`src/rtl/mstc_pkg.sv`:
```
`timescale 1ns / 1ps
// ----------------------------------------------------------------------------
// mstc_pkg
// Shared codes, widths, the alert state type and the percent-to-duty mapping
// for the motor spin-up and trigger controller.
// ----------------------------------------------------------------------------
package mstc_pkg;

    localparam int IN_TDATA_W  = 40;  // now_ms, trigger_held, battery_low, pad
    localparam int OUT_TDATA_W = 16;  // motor_duty, motor_busy, drive_phase, alert_kind, pad
    localparam int CFG_ADDR_W  = 3;
    localparam int CFG_DATA_W  = 32;

    localparam int DEF_ALERT_PULSES   = 3;
    localparam int DEF_ALERT_DUTY_PCT = 30;

    // drive phase codes
    localparam logic [1:0] PH_IDLE   = 2'd0;
    localparam logic [1:0] PH_SPINUP = 2'd1;
    localparam logic [1:0] PH_CRUISE = 2'd2;

    // alert kind codes
    localparam logic [1:0] AL_NONE  = 2'd0;
    localparam logic [1:0] AL_INACT = 2'd1;
    localparam logic [1:0] AL_BATT  = 2'd2;

    // configuration register indexes
    localparam logic [CFG_ADDR_W-1:0] REG_SPIN_UP       = 3'd0;
    localparam logic [CFG_ADDR_W-1:0] REG_QUICK_SPIN_UP = 3'd1;
    localparam logic [CFG_ADDR_W-1:0] REG_REARM         = 3'd2;
    localparam logic [CFG_ADDR_W-1:0] REG_TARGET_PCT    = 3'd3;
    localparam logic [CFG_ADDR_W-1:0] REG_IDLE_DELAY    = 3'd4;
    localparam logic [CFG_ADDR_W-1:0] REG_REMIND_INT    = 3'd5;
    localparam logic [CFG_ADDR_W-1:0] REG_PULSE_ON      = 3'd6;
    localparam logic [CFG_ADDR_W-1:0] REG_PULSE_OFF     = 3'd7;

    // floor(x/100) for x < 2^15 as (x * ceil(2^22/100)) >> 22
    localparam logic [30:0] DIV100_RECIP = 31'd41944;

    typedef struct packed {
        logic [1:0]  kind;
        logic        high;
        logic [7:0]  idx;
        logic [31:0] seg;
        logic [7:0]  duty;
    } alert_t;

    function automatic logic [7:0] pct_to_duty(input logic [6:0] p);
        logic [14:0] x;
        logic [30:0] q;
        x = {p, 8'd0} - 15'(p);
        q = 31'(x) * DIV100_RECIP;
        pct_to_duty = (p >= 7'd100) ? 8'd255 : q[29:22];
    endfunction

endpackage

```
`src/rtl/motor_spinup_trigger_controller.sv`:
```
`timescale 1ns / 1ps
// ----------------------------------------------------------------------------
// motor_spinup_trigger_controller
// Sequences motor duty through idle, spin-up and cruise from trigger samples,
// with pulsed low-battery and inactivity alerts.
// ----------------------------------------------------------------------------
// One sample is taken per clock unless m_tready holds the output back, and each
// sample yields exactly one result. The sample lands in an input register, the
// whole state update runs in one pass of compare-and-select logic against the
// registered timestamps, and the result is held in an output register that
// keeps accepting while m_tready is high. The cruise duty is converted from
// target_percent when that register is written. Write configuration only
// while no transaction is in flight.
module motor_spinup_trigger_controller #(
    parameter int ALERT_PULSES   = mstc_pkg::DEF_ALERT_PULSES,
    parameter int ALERT_DUTY_PCT = mstc_pkg::DEF_ALERT_DUTY_PCT
) (
    input  logic                              aclk,
    input  logic                              aresetn,
    // configuration write port
    input  logic                              cfg_wr_en,
    input  logic [mstc_pkg::CFG_ADDR_W-1:0]   cfg_addr,
    input  logic [mstc_pkg::CFG_DATA_W-1:0]   cfg_wdata,
    // sample stream
    input  logic                              s_tvalid,
    output logic                              s_tready,
    // [31:0] now_ms, [32] trigger_held, [33] battery_low, [39:34] zero
    input  logic [mstc_pkg::IN_TDATA_W-1:0]   s_tdata,
    // result stream
    output logic                              m_tvalid,
    input  logic                              m_tready,
    // [7:0] motor_duty, [8] motor_busy, [10:9] drive_phase, [12:11] alert_kind,
    // [15:13] zero
    output logic [mstc_pkg::OUT_TDATA_W-1:0]  m_tdata
);
    import mstc_pkg::*;

    localparam logic [7:0] PULSES_W   = 8'(ALERT_PULSES);
    localparam logic [7:0] ALERT_DUTY = pct_to_duty(7'(ALERT_DUTY_PCT));

    // configuration
    logic [15:0] spin_up_reg, quick_spin_up_reg, rearm_reg;
    logic [15:0] pulse_on_reg, pulse_off_reg;
    logic [31:0] idle_delay_reg, remind_int_reg;
    logic [7:0]  target_duty_reg;

    // input stage
    logic        in_valid_reg;
    logic [31:0] in_now_reg;
    logic        in_held_reg, in_low_reg;

    // controller state
    logic [1:0]  phase_reg, phase_next;
    logic [31:0] phase_start_reg, phase_start_next;
    logic [15:0] active_spin_up_reg, active_spin_up_next;
    logic [31:0] release_start_reg, release_start_next;
    logic        prev_trigger_reg, prev_trigger_next;
    logic        armed_reg, armed_next;
    logic [31:0] last_press_reg, last_press_next;
    logic [31:0] last_reminder_reg, last_reminder_next;
    alert_t      alert_reg, alert_next;

    // output stage
    logic        out_valid_reg;
    logic [OUT_TDATA_W-1:0] out_data_reg;

    logic advance;
    logic alert_run;

    assign advance  = in_valid_reg && (!out_valid_reg || m_tready);
    assign s_tready = !in_valid_reg || advance;
    assign m_tvalid = out_valid_reg;
    assign m_tdata  = out_data_reg;

    function automatic alert_t alert_begin(input logic [1:0] kind, input logic [31:0] now,
                                           input logic [7:0] duty_in);
        alert_t a;
        a.kind = kind;
        a.high = 1'b1;
        a.idx  = 8'd0;
        a.seg  = now;
        a.duty = duty_in;
        return a;
    endfunction

    // advance a running alert; run reports whether it is still going
    function automatic alert_t alert_tick(input alert_t a, input logic [31:0] now,
                                          input logic [15:0] on_ms,
                                          input logic [15:0] off_ms, output logic run);
        alert_t      r;
        logic [31:0] elapsed;
        logic [7:0]  idx_inc;
        r       = a;
        run     = 1'b1;
        elapsed = now - a.seg;
        idx_inc = a.idx + 8'd1;
        if (a.kind == AL_NONE) begin
            run = 1'b0;
        end else if (a.high) begin
            if (elapsed >= {16'd0, on_ms}) begin
                r.high = 1'b0;
                r.seg  = now;
                r.duty = 8'd0;
            end
        end else if (elapsed >= {16'd0, off_ms}) begin
            if (idx_inc >= PULSES_W) begin
                r.kind = AL_NONE;
                r.high = 1'b0;
                r.idx  = 8'd0;
                r.duty = 8'd0;
                run    = 1'b0;
            end else begin
                r.idx  = idx_inc;
                r.high = 1'b1;
                r.seg  = now;
                r.duty = ALERT_DUTY;
            end
        end
        return r;
    endfunction

    always_comb begin
        phase_next          = phase_reg;
        phase_start_next    = phase_start_reg;
        active_spin_up_next = active_spin_up_reg;
        release_start_next  = release_start_reg;
        armed_next          = armed_reg;
        last_press_next     = last_press_reg;
        last_reminder_next  = last_reminder_reg;
        alert_next          = alert_reg;
        prev_trigger_next   = in_held_reg;
        alert_run           = 1'b0;

        if (in_held_reg && !prev_trigger_reg) begin
            last_press_next    = in_now_reg;
            last_reminder_next = in_now_reg;
        end

        if (in_held_reg && in_low_reg) begin
            // battery block: motor off, alert only on the press edge
            phase_next         = PH_IDLE;
            armed_next         = 1'b0;
            release_start_next = in_now_reg;
            if (alert_next.kind == AL_INACT) begin
                alert_next.kind = AL_NONE;
                alert_next.high = 1'b0;
                alert_next.idx  = 8'd0;
            end
            if (!prev_trigger_reg && alert_next.kind == AL_NONE) begin
                alert_next = alert_begin(AL_BATT, in_now_reg, ALERT_DUTY);
            end
            alert_next = alert_tick(alert_next, in_now_reg, pulse_on_reg, pulse_off_reg,
                                    alert_run);
            if (!alert_run) begin
                alert_next.duty = 8'd0;
            end
        end else if (!in_held_reg) begin
            if (prev_trigger_reg) begin
                release_start_next = in_now_reg;
                armed_next         = 1'b0;
            end
            if (phase_reg != PH_IDLE) begin
                phase_next      = PH_IDLE;
                alert_next.duty = 8'd0;
            end
            if (!armed_next && (in_now_reg - release_start_next) >= {16'd0, rearm_reg}) begin
                armed_next = 1'b1;
            end
            if ((in_now_reg - last_press_next) >= idle_delay_reg &&
                (in_now_reg - last_reminder_next) >= remind_int_reg) begin
                alert_next         = alert_begin(AL_INACT, in_now_reg, ALERT_DUTY);
                last_reminder_next = in_now_reg;
            end
            alert_next = alert_tick(alert_next, in_now_reg, pulse_on_reg, pulse_off_reg,
                                    alert_run);
        end else begin
            // press without a battery block: drop any alert, drive the motor
            if (alert_next.kind != AL_NONE) begin
                alert_next.kind = AL_NONE;
                alert_next.high = 1'b0;
                alert_next.idx  = 8'd0;
                alert_next.duty = 8'd0;
            end
            if (!prev_trigger_reg && phase_reg == PH_IDLE) begin
                phase_start_next    = in_now_reg;
                active_spin_up_next = armed_reg ? spin_up_reg : quick_spin_up_reg;
                if (active_spin_up_next == 16'd0) begin
                    phase_next      = PH_CRUISE;
                    alert_next.duty = target_duty_reg;
                end else begin
                    phase_next      = PH_SPINUP;
                    alert_next.duty = 8'd255;
                end
            end else if (phase_reg == PH_IDLE) begin
                alert_next.duty = target_duty_reg;
            end
            if (phase_next == PH_SPINUP &&
                (in_now_reg - phase_start_next) >= {16'd0, active_spin_up_next}) begin
                phase_next      = PH_CRUISE;
                alert_next.duty = target_duty_reg;
            end
        end
    end

    always_ff @(posedge aclk) begin
        if (!aresetn) begin
            spin_up_reg       <= 16'd300;
            quick_spin_up_reg <= 16'd100;
            rearm_reg         <= 16'd1000;
            target_duty_reg   <= pct_to_duty(7'd70);
            idle_delay_reg    <= 32'd300000;
            remind_int_reg    <= 32'd60000;
            pulse_on_reg      <= 16'd200;
            pulse_off_reg     <= 16'd200;
        end else if (cfg_wr_en) begin
            case (cfg_addr)
                REG_SPIN_UP:       spin_up_reg       <= cfg_wdata[15:0];
                REG_QUICK_SPIN_UP: quick_spin_up_reg <= cfg_wdata[15:0];
                REG_REARM:         rearm_reg         <= cfg_wdata[15:0];
                REG_TARGET_PCT:    target_duty_reg   <= pct_to_duty(cfg_wdata[6:0]);
                REG_IDLE_DELAY:    idle_delay_reg    <= cfg_wdata;
                REG_REMIND_INT:    remind_int_reg    <= cfg_wdata;
                REG_PULSE_ON:      pulse_on_reg      <= cfg_wdata[15:0];
                REG_PULSE_OFF:     pulse_off_reg     <= cfg_wdata[15:0];
                default: ;
            endcase
        end
    end

    // input register
    always_ff @(posedge aclk) begin
        if (!aresetn) begin
            in_valid_reg <= 1'b0;
        end else if (s_tready) begin
            in_valid_reg <= s_tvalid;
        end
    end

    always_ff @(posedge aclk) begin
        if (s_tvalid && s_tready) begin
            in_now_reg  <= s_tdata[31:0];
            in_held_reg <= s_tdata[32];
            in_low_reg  <= s_tdata[33];
        end
    end

    // controller state, updated once per transaction
    always_ff @(posedge aclk) begin
        if (!aresetn) begin
            phase_reg          <= PH_IDLE;
            phase_start_reg    <= '0;
            active_spin_up_reg <= '0;
            release_start_reg  <= '0;
            prev_trigger_reg   <= 1'b0;
            armed_reg          <= 1'b1;
            last_press_reg     <= '0;
            last_reminder_reg  <= '0;
            alert_reg          <= '{kind: AL_NONE, high: 1'b0, idx: 8'd0, seg: 32'd0,
                                    duty: 8'd0};
        end else if (advance) begin
            phase_reg          <= phase_next;
            phase_start_reg    <= phase_start_next;
            active_spin_up_reg <= active_spin_up_next;
            release_start_reg  <= release_start_next;
            prev_trigger_reg   <= prev_trigger_next;
            armed_reg          <= armed_next;
            last_press_reg     <= last_press_next;
            last_reminder_reg  <= last_reminder_next;
            alert_reg          <= alert_next;
        end
    end

    // output register
    always_ff @(posedge aclk) begin
        if (!aresetn) begin
            out_valid_reg <= 1'b0;
        end else if (advance) begin
            out_valid_reg <= 1'b1;
        end else if (m_tready) begin
            out_valid_reg <= 1'b0;
        end
    end

    always_ff @(posedge aclk) begin
        if (advance) begin
            out_data_reg <= {3'd0, alert_next.kind, phase_next,
                             (phase_next != PH_IDLE) || (alert_next.kind != AL_NONE),
                             alert_next.duty};
        end
    end

    // alerts only ever run with the motor idle
    assert property (@(posedge aclk) disable iff (!aresetn)
        phase_reg != PH_IDLE |-> alert_reg.kind == AL_NONE)
        else $error("alert running while motor phase is active");

    assert property (@(posedge aclk) disable iff (!aresetn)
        phase_reg == PH_SPINUP |-> alert_reg.duty == 8'd255)
        else $error("spin-up without full duty");

    assert property (@(posedge aclk) disable iff (!aresetn)
        alert_reg.kind == AL_NONE |-> !alert_reg.high && alert_reg.idx == 8'd0)
        else $error("stale pulse state with no alert");

    assert property (@(posedge aclk) disable iff (!aresetn)
        alert_reg.idx < PULSES_W)
        else $error("pulse count past its limit");

endmodule

```
`config.mk`:
```
export PLATFORM = sky130hd
export DESIGN_NAME = motor_spinup_trigger_controller
export DESIGN_NICKNAME = d
export VERILOG_FILES = /design/src/rtl/mstc_pkg.sv /design/src/rtl/motor_spinup_trigger_controller.sv
export SDC_FILE = /design/constraint.sdc
export NUM_CORES = 2
export LEC_CHECK = 0
export ABC_AREA = 1
export ABC_CLOCK_PERIOD_IN_PS = 12200
export BUFFER_PORTS_ARGS = -buffer_cell sky130_fd_sc_hd__buf_2
export CORE_ASPECT_RATIO = 1.25
export CORE_MARGIN = 4
export CORE_UTILIZATION = 65
export DETAILED_ROUTE_END_ITERATION = 7
export GPL_TIMING_DRIVEN = 1
export HOLD_SLACK_MARGIN = 0.12
export PLACE_DENSITY = 0.88
export SYNTH_ARGS = -nofsm -noshare
export SYNTH_HDL_FRONTEND = slang
export SYNTH_SLANG_ARGS = --single-unit
export TNS_END_PERCENT = 50
```
`constraint.sdc`:
```
create_clock -name aclk -period 12.2 [get_ports aclk]
set_clock_uncertainty 0.2 [all_clocks]
set_input_delay 1.22 -clock aclk [delete_from_list [all_inputs] [get_ports aclk]]
set_output_delay 1.22 -clock aclk [all_outputs]
set_load 0.1 [all_outputs]
```
# Yosys cells after proc, flatten, opt, wreduce, memory -nomap -nowiden
# Index checks and enable logic that the tools add are counted.
# word_totals
reg_bits	400
output_inout_bits	18
input_bits	80
elab_cells	180
# classes
order_cmp	11
n_eq_ne	11
bitwise	1
mul	1
n_addsub	9
n_reduce_logical	38
n_mux	82
# ops
operator	count
$mux 32	16
$mux 51	10
$ge 32x16->1	6
$sub 32x32->32	6
$mux 40	4
$mux 8	11
$ge 32x32->1	2
$mux 16	4
$mux 11	4
$mul 15x13->27 const B	1
$mux 2	12
$reduce_and 2->1	10
$mux 9	2
$mux 1	17
$add 8x1->8 const B	2
$ge 8x2->1 const B	2
$logic_not 16->1	1
$sub 15x7->15	1
$mux 7	2
$eq 3x3->1 const B	4
$reduce_bool 2->1	5
$logic_and 1x1->1	9
$logic_not 2->1	4
$ge 7x7->1 const B	1
other kinds (10)	17

# Logic depth before layout (Yosys ltp)
# logic_depth
ltp_word	19
mapped_depth	70
ltp_nobuf	66

# Worst setup path before layout
# OpenSTA, ideal clock, no wires.
# synth_timing
path_kind	register -> register
start	register in_held_reg
end	register alert_reg[14] (netlist name)
arrival_ns	8.250
setup_ns	0.120
slack_ns	3.630
path_buffers	7
path_stages_with_launch	66
cell_sequence	edfxtp_1 buf_2 nand2_4 buf_2 clkbuf_1 clkbuf_1 nand2_1 o21ai_0 inv_1 ha_1 nand2_1 nor2_1 a211oi_1 o21ai_0 a21oi_1 o21bai_1 a21boi_0 inv_1 [30 not listed] ha_1 nand2_1 nor2_1 a211oi_1 o21ai_0 nand2_1 nand3_1 a21oi_1 nor2_1 nor2_1 nand3_4 nand2_4 buf_6 nand2_1 nand3_1 nand3_1 nand2_1 a21oi_1
# synth_via
elab_chain_len	16
word_cells_on_any_way	27
classes_between	add/sub (4); order compare (5); eq/ne (1); mux (12); reduce/logical (5)
# synth_lines
item	line_no	source
from (decl)	motor_spinup_trigger_controller.sv:50	logic in_held_reg, in_low_reg;
from (signal assigned)	motor_spinup_trigger_controller.sv:242	in_held_reg <= s_tdata[32];
parallel branches: the longest is 16 deep, another holds $sub 32x32->32	-	
to (signal assigned)	motor_spinup_trigger_controller.sv:258	alert_reg <= '{kind: AL_NONE, high: 1'b0, idx: 8'd0, seg: 32'd0,
to (signal assigned)	motor_spinup_trigger_controller.sv:269	alert_reg <= alert_next;
to (decl)	motor_spinup_trigger_controller.sv:61	alert_t alert_reg, alert_next;
# Several ways; the timed one is not identified. The select of a mux whose other input is x is not followed.
# A chain may end at the register's enable or synchronous reset.

==> results.tsv <==
stage	metric	value	unit
run_status	outcome	complete, no violations	
power_and_ir_drop	clkPwrFrac	0.187	
logic_synthesis	synth.largest_area_cell	dfxtp_1	
die	die_h	282	µm
logic_synthesis	yosys.area.top_type_share	0.181	
clocking	cts_setup_buffers	0	
timing	tightest_slew	1.23	ns
timing	hold_violations	0	
clocking	postCtsResizedCells	0	
finish	diodes	0	
logic_synthesis	synth.area.top_cells	dfxtp_1 (18%), ha_1 (14%), nand2_1 (12%), a21oi_1 (8.6%), o21ai_0 (8.3%)	
finish	nets	6564	
detailed_routing	vias_per_cell	6.19	
logic_synthesis	syn-cell-area	39100	µm²
grt	grt_max_degree	114	
timing	max_freq	93.4	MHz
clocking	cts-root-buf	clkbuf_16	
setup_path	arrival	10.88	ns
finish	fillers	5172	
finish	final_cell_mix	nand2_1 (1258), inv_1 (777), a21oi_1 (676)	
hold_path	hp-class	flip-flop to flip-flop	
timing	fin_crit_sh	0.878	
power_and_ir_drop	switching_share	0.511	
place	portBuffers	88	
finish	seq_area	8480	µm²
timing	tns	0	ns
detailed_routing	drt.antenna.violating_nets	0	
setup_path	crit_path_end_kind	flip-flop	
setup_path	cp_max_fo	37	
logic_synthesis	synth_area_per_cell	6.53	µm²
detailed_routing	wire_per_inst	19.4	µm
power_and_ir_drop	vdd_drop_max	352	µV
setup_path	crit_slowest_cell	xor2_1	
clocking	cts_tree	yes	
clocking	cts_made_buffers	46	
die	initial_core_util	0.657	
detailed_routing	drt-pass1-iter-count	7	
logic_synthesis	synth_seq_cells	400	
detailed_routing	num_vias	41900	
power_and_ir_drop	powerDensity	198	nW/µm²
clocking	path_clk_slew	0.06	ns
setup_path	cp-start-kind	flip-flop	
power_and_ir_drop	p_sw	4240	µW
place	gp_congestion	1.02	
setup_path	cp_data_required_time	12.37	ns
logic_synthesis	ys_warn_count	0	
finish	largest_reg_flops	51	
finish	multi_input_area	26700	µm²
setup_path	cpMostUsedCell	nand2_1	
detailed_routing	drtIter0Drc	4715	
logic_synthesis	yosysUniqueCellTypes	60	
finish	mostFrequentLayoutCell	nand2_1	
grt	track_usage	0.397	
detailed_routing	wirelength	132000	µm
power_and_ir_drop	p_leak	0.0203	µW
timing	final-setup-viol-count	0	
place	placedCellCount	6683	
clocking	cts_hold_buf	0	
setup_path	slowest_delay	0.49	ns
clocking	clk_path_buf_depth	3	
die	die-area	64200	µm²
detailed_routing	drc_errors	0	
grt	antenna_found_initial	1	
timing	slew_viol_final	0	
place	hpwl	99200	µm
grt	gr-total-overflow	0	
die	io_pins	98	
power_and_ir_drop	combPwrFrac	0.636	
job	cap_violations	0	
finish	finalNonFillerCells	6767	
clocking	cts_sinks	400	
grt	grt_pass1_vias	38600	
finish	area_delta_synth_final	6.82	%
logic_synthesis	yosysSeqAreaShare	0.217	
power_and_ir_drop	power.share.sequential	0.176	
grt	grt_pass1_wl	205000	µm
timing	slew_headroom	0.174	
power_and_ir_drop	power	8290	µW
die	design.core.area	59600	µm²
die	die_w	227	µm
timing	period_needed	10.71	ns
finish	drive_gt1_frac	0.0526	
setup_path	critical_path_class	flip-flop to flip-flop	
logic_synthesis	synth_cells	5990	
clocking	htree_levels	2	
clocking	clk-insertion-delay-late	0.62	ns
power_and_ir_drop	p_int	4050	µW
timing	rsz0062_at_grt	false	
die	rows	100	
-- power by group through the flow --
stage	Clock, µW	Combinational, µW	Sequential (µW)
floorplan	0	3760	1510
global placement	0	4940	1480
detailed placement	0	5080	1490
CTS	1560	5120	1460
global route	1610	5880	1470
finish	1550	5280	1460
-- critical path: cells and delay by family (launching register included) --
family / cells / cell delay (ns)
adders and majority gates: 5 / 1.61
buffers and inverters: 9 / 1.44
AOI/OAI and AO/OA: 13 / 2.77
and+or+nand+nor: 32 / 3.61
xor gates and xnor gates: 1 / 0.49
DFF: 1 / 0.32
-- layer usage --
layer	part of all wire	track usage
met5	0	0
met4	0.077	0.248
met3	0.095	0.0605
met2	0.44	0.625
met1	0.39	0.511
-- synthesized netlist by cell type, drive strengths merged --
| cell | instances |
|---|---|
| dlygate4sd3 | 1 |
| nand4 | 116 |
| and3 | 1 |
| o211ai | 49 |
| o41ai | 1 |
| a221oi | 9 |
| o311ai | 1 |
| o21bai | 18 |
| nor3 | 56 |
| a21o | 18 |
| nor3b | 1 |
| nand3 | 399 |
| o21a | 17 |
| nor4 | 16 |
| a31oi | 10 |
| dfxtp | 353 |
| mux2i | 15 |
| clkbuf | 188 |
| o31ai | 3 |
| a21boi | 12 |
| xnor2 | 39 |
| buf | 48 |
| or2 | 4 |
| a31o | 1 |
| edfxtp | 47 |
| o21ai | 663 |
| a2111oi | 2 |
| inv | 788 |
| nand3b | 12 |
| and2 | 2 |
| a211oi | 38 |
| nor2 | 454 |
| ha | 446 |
| fa | 72 |
| nand2 | 1273 |
| xor2 | 114 |
| conb | 1 |
| a21oi | 680 |
| o221ai | 11 |
| clkinv | 11 |
-- path summary, 6_finish.rpt --
check                          start            endpoint  slack, ns  depth (start not counted)
setup / recovery       in_now_reg[2]          m_tdata[6]       1.49                         60
hold / removal    idle_delay_reg[24]  idle_delay_reg[24]       0.26                          2
hold reg to reg   idle_delay_reg[24]  idle_delay_reg[24]       0.26                          2
setup reg to reg       in_now_reg[2]          m_tdata[6]       1.49                         60
-- logic make-up (layout without fill, tap and decap cells) --
| kind of cell | count (synthesis) | in the layout | share of synthesized area |
|---|---|---|---|
| flops | 400 | 400 | 0.217 |
| fa+ha+maj | 518 | 518 | 0.180 |
| mux | 15 | 15 | 0.00384 |
| compound gates | 1533 | 1533 | 0.209 |
| buf+inv | 1036 | 1046 | 0.103 |
| other cells | 1 | 3 | 0.0000959 |
| simple gates | 2334 | 2334 | 0.253 |
| xor+xnor | 153 | 153 | 0.0343 |
-- cell type report --
| cell class | count | area share |
|---|---|---|
| Multi-Input combinational cell | 4556 | 0.638 |
| Sequential cell | 400 | 0.203 |
| Inverter | 799 | 0.0719 |
| Clock buffer | 53 | 0.0299 |
| Timing Repair Buffer | 163 | 0.0242 |
| Tap cell | 765 | 0.0229 |
| Clock inverter | 31 | 0.0103 |
-- stage by stage --
stage | hold slack (ns) | worst slack (ns) | util | instance area (µm²)
after global placement | 0.238 | 2.18 | 0.673 | 40100
after CTS | 0.265 | 1.81 | 0.702 | 41800
after global routing | 0.283 | 0.726 | 0.702 | 41800
final | 0.260 | 1.49 | 0.702 | 41800
after floorplan | 0.229 | 3.63 | - | 39100
after detailed placement | 0.252 | 2.06 | 0.673 | 40100
Note: power is estimated with default switching activity, not from simulation.
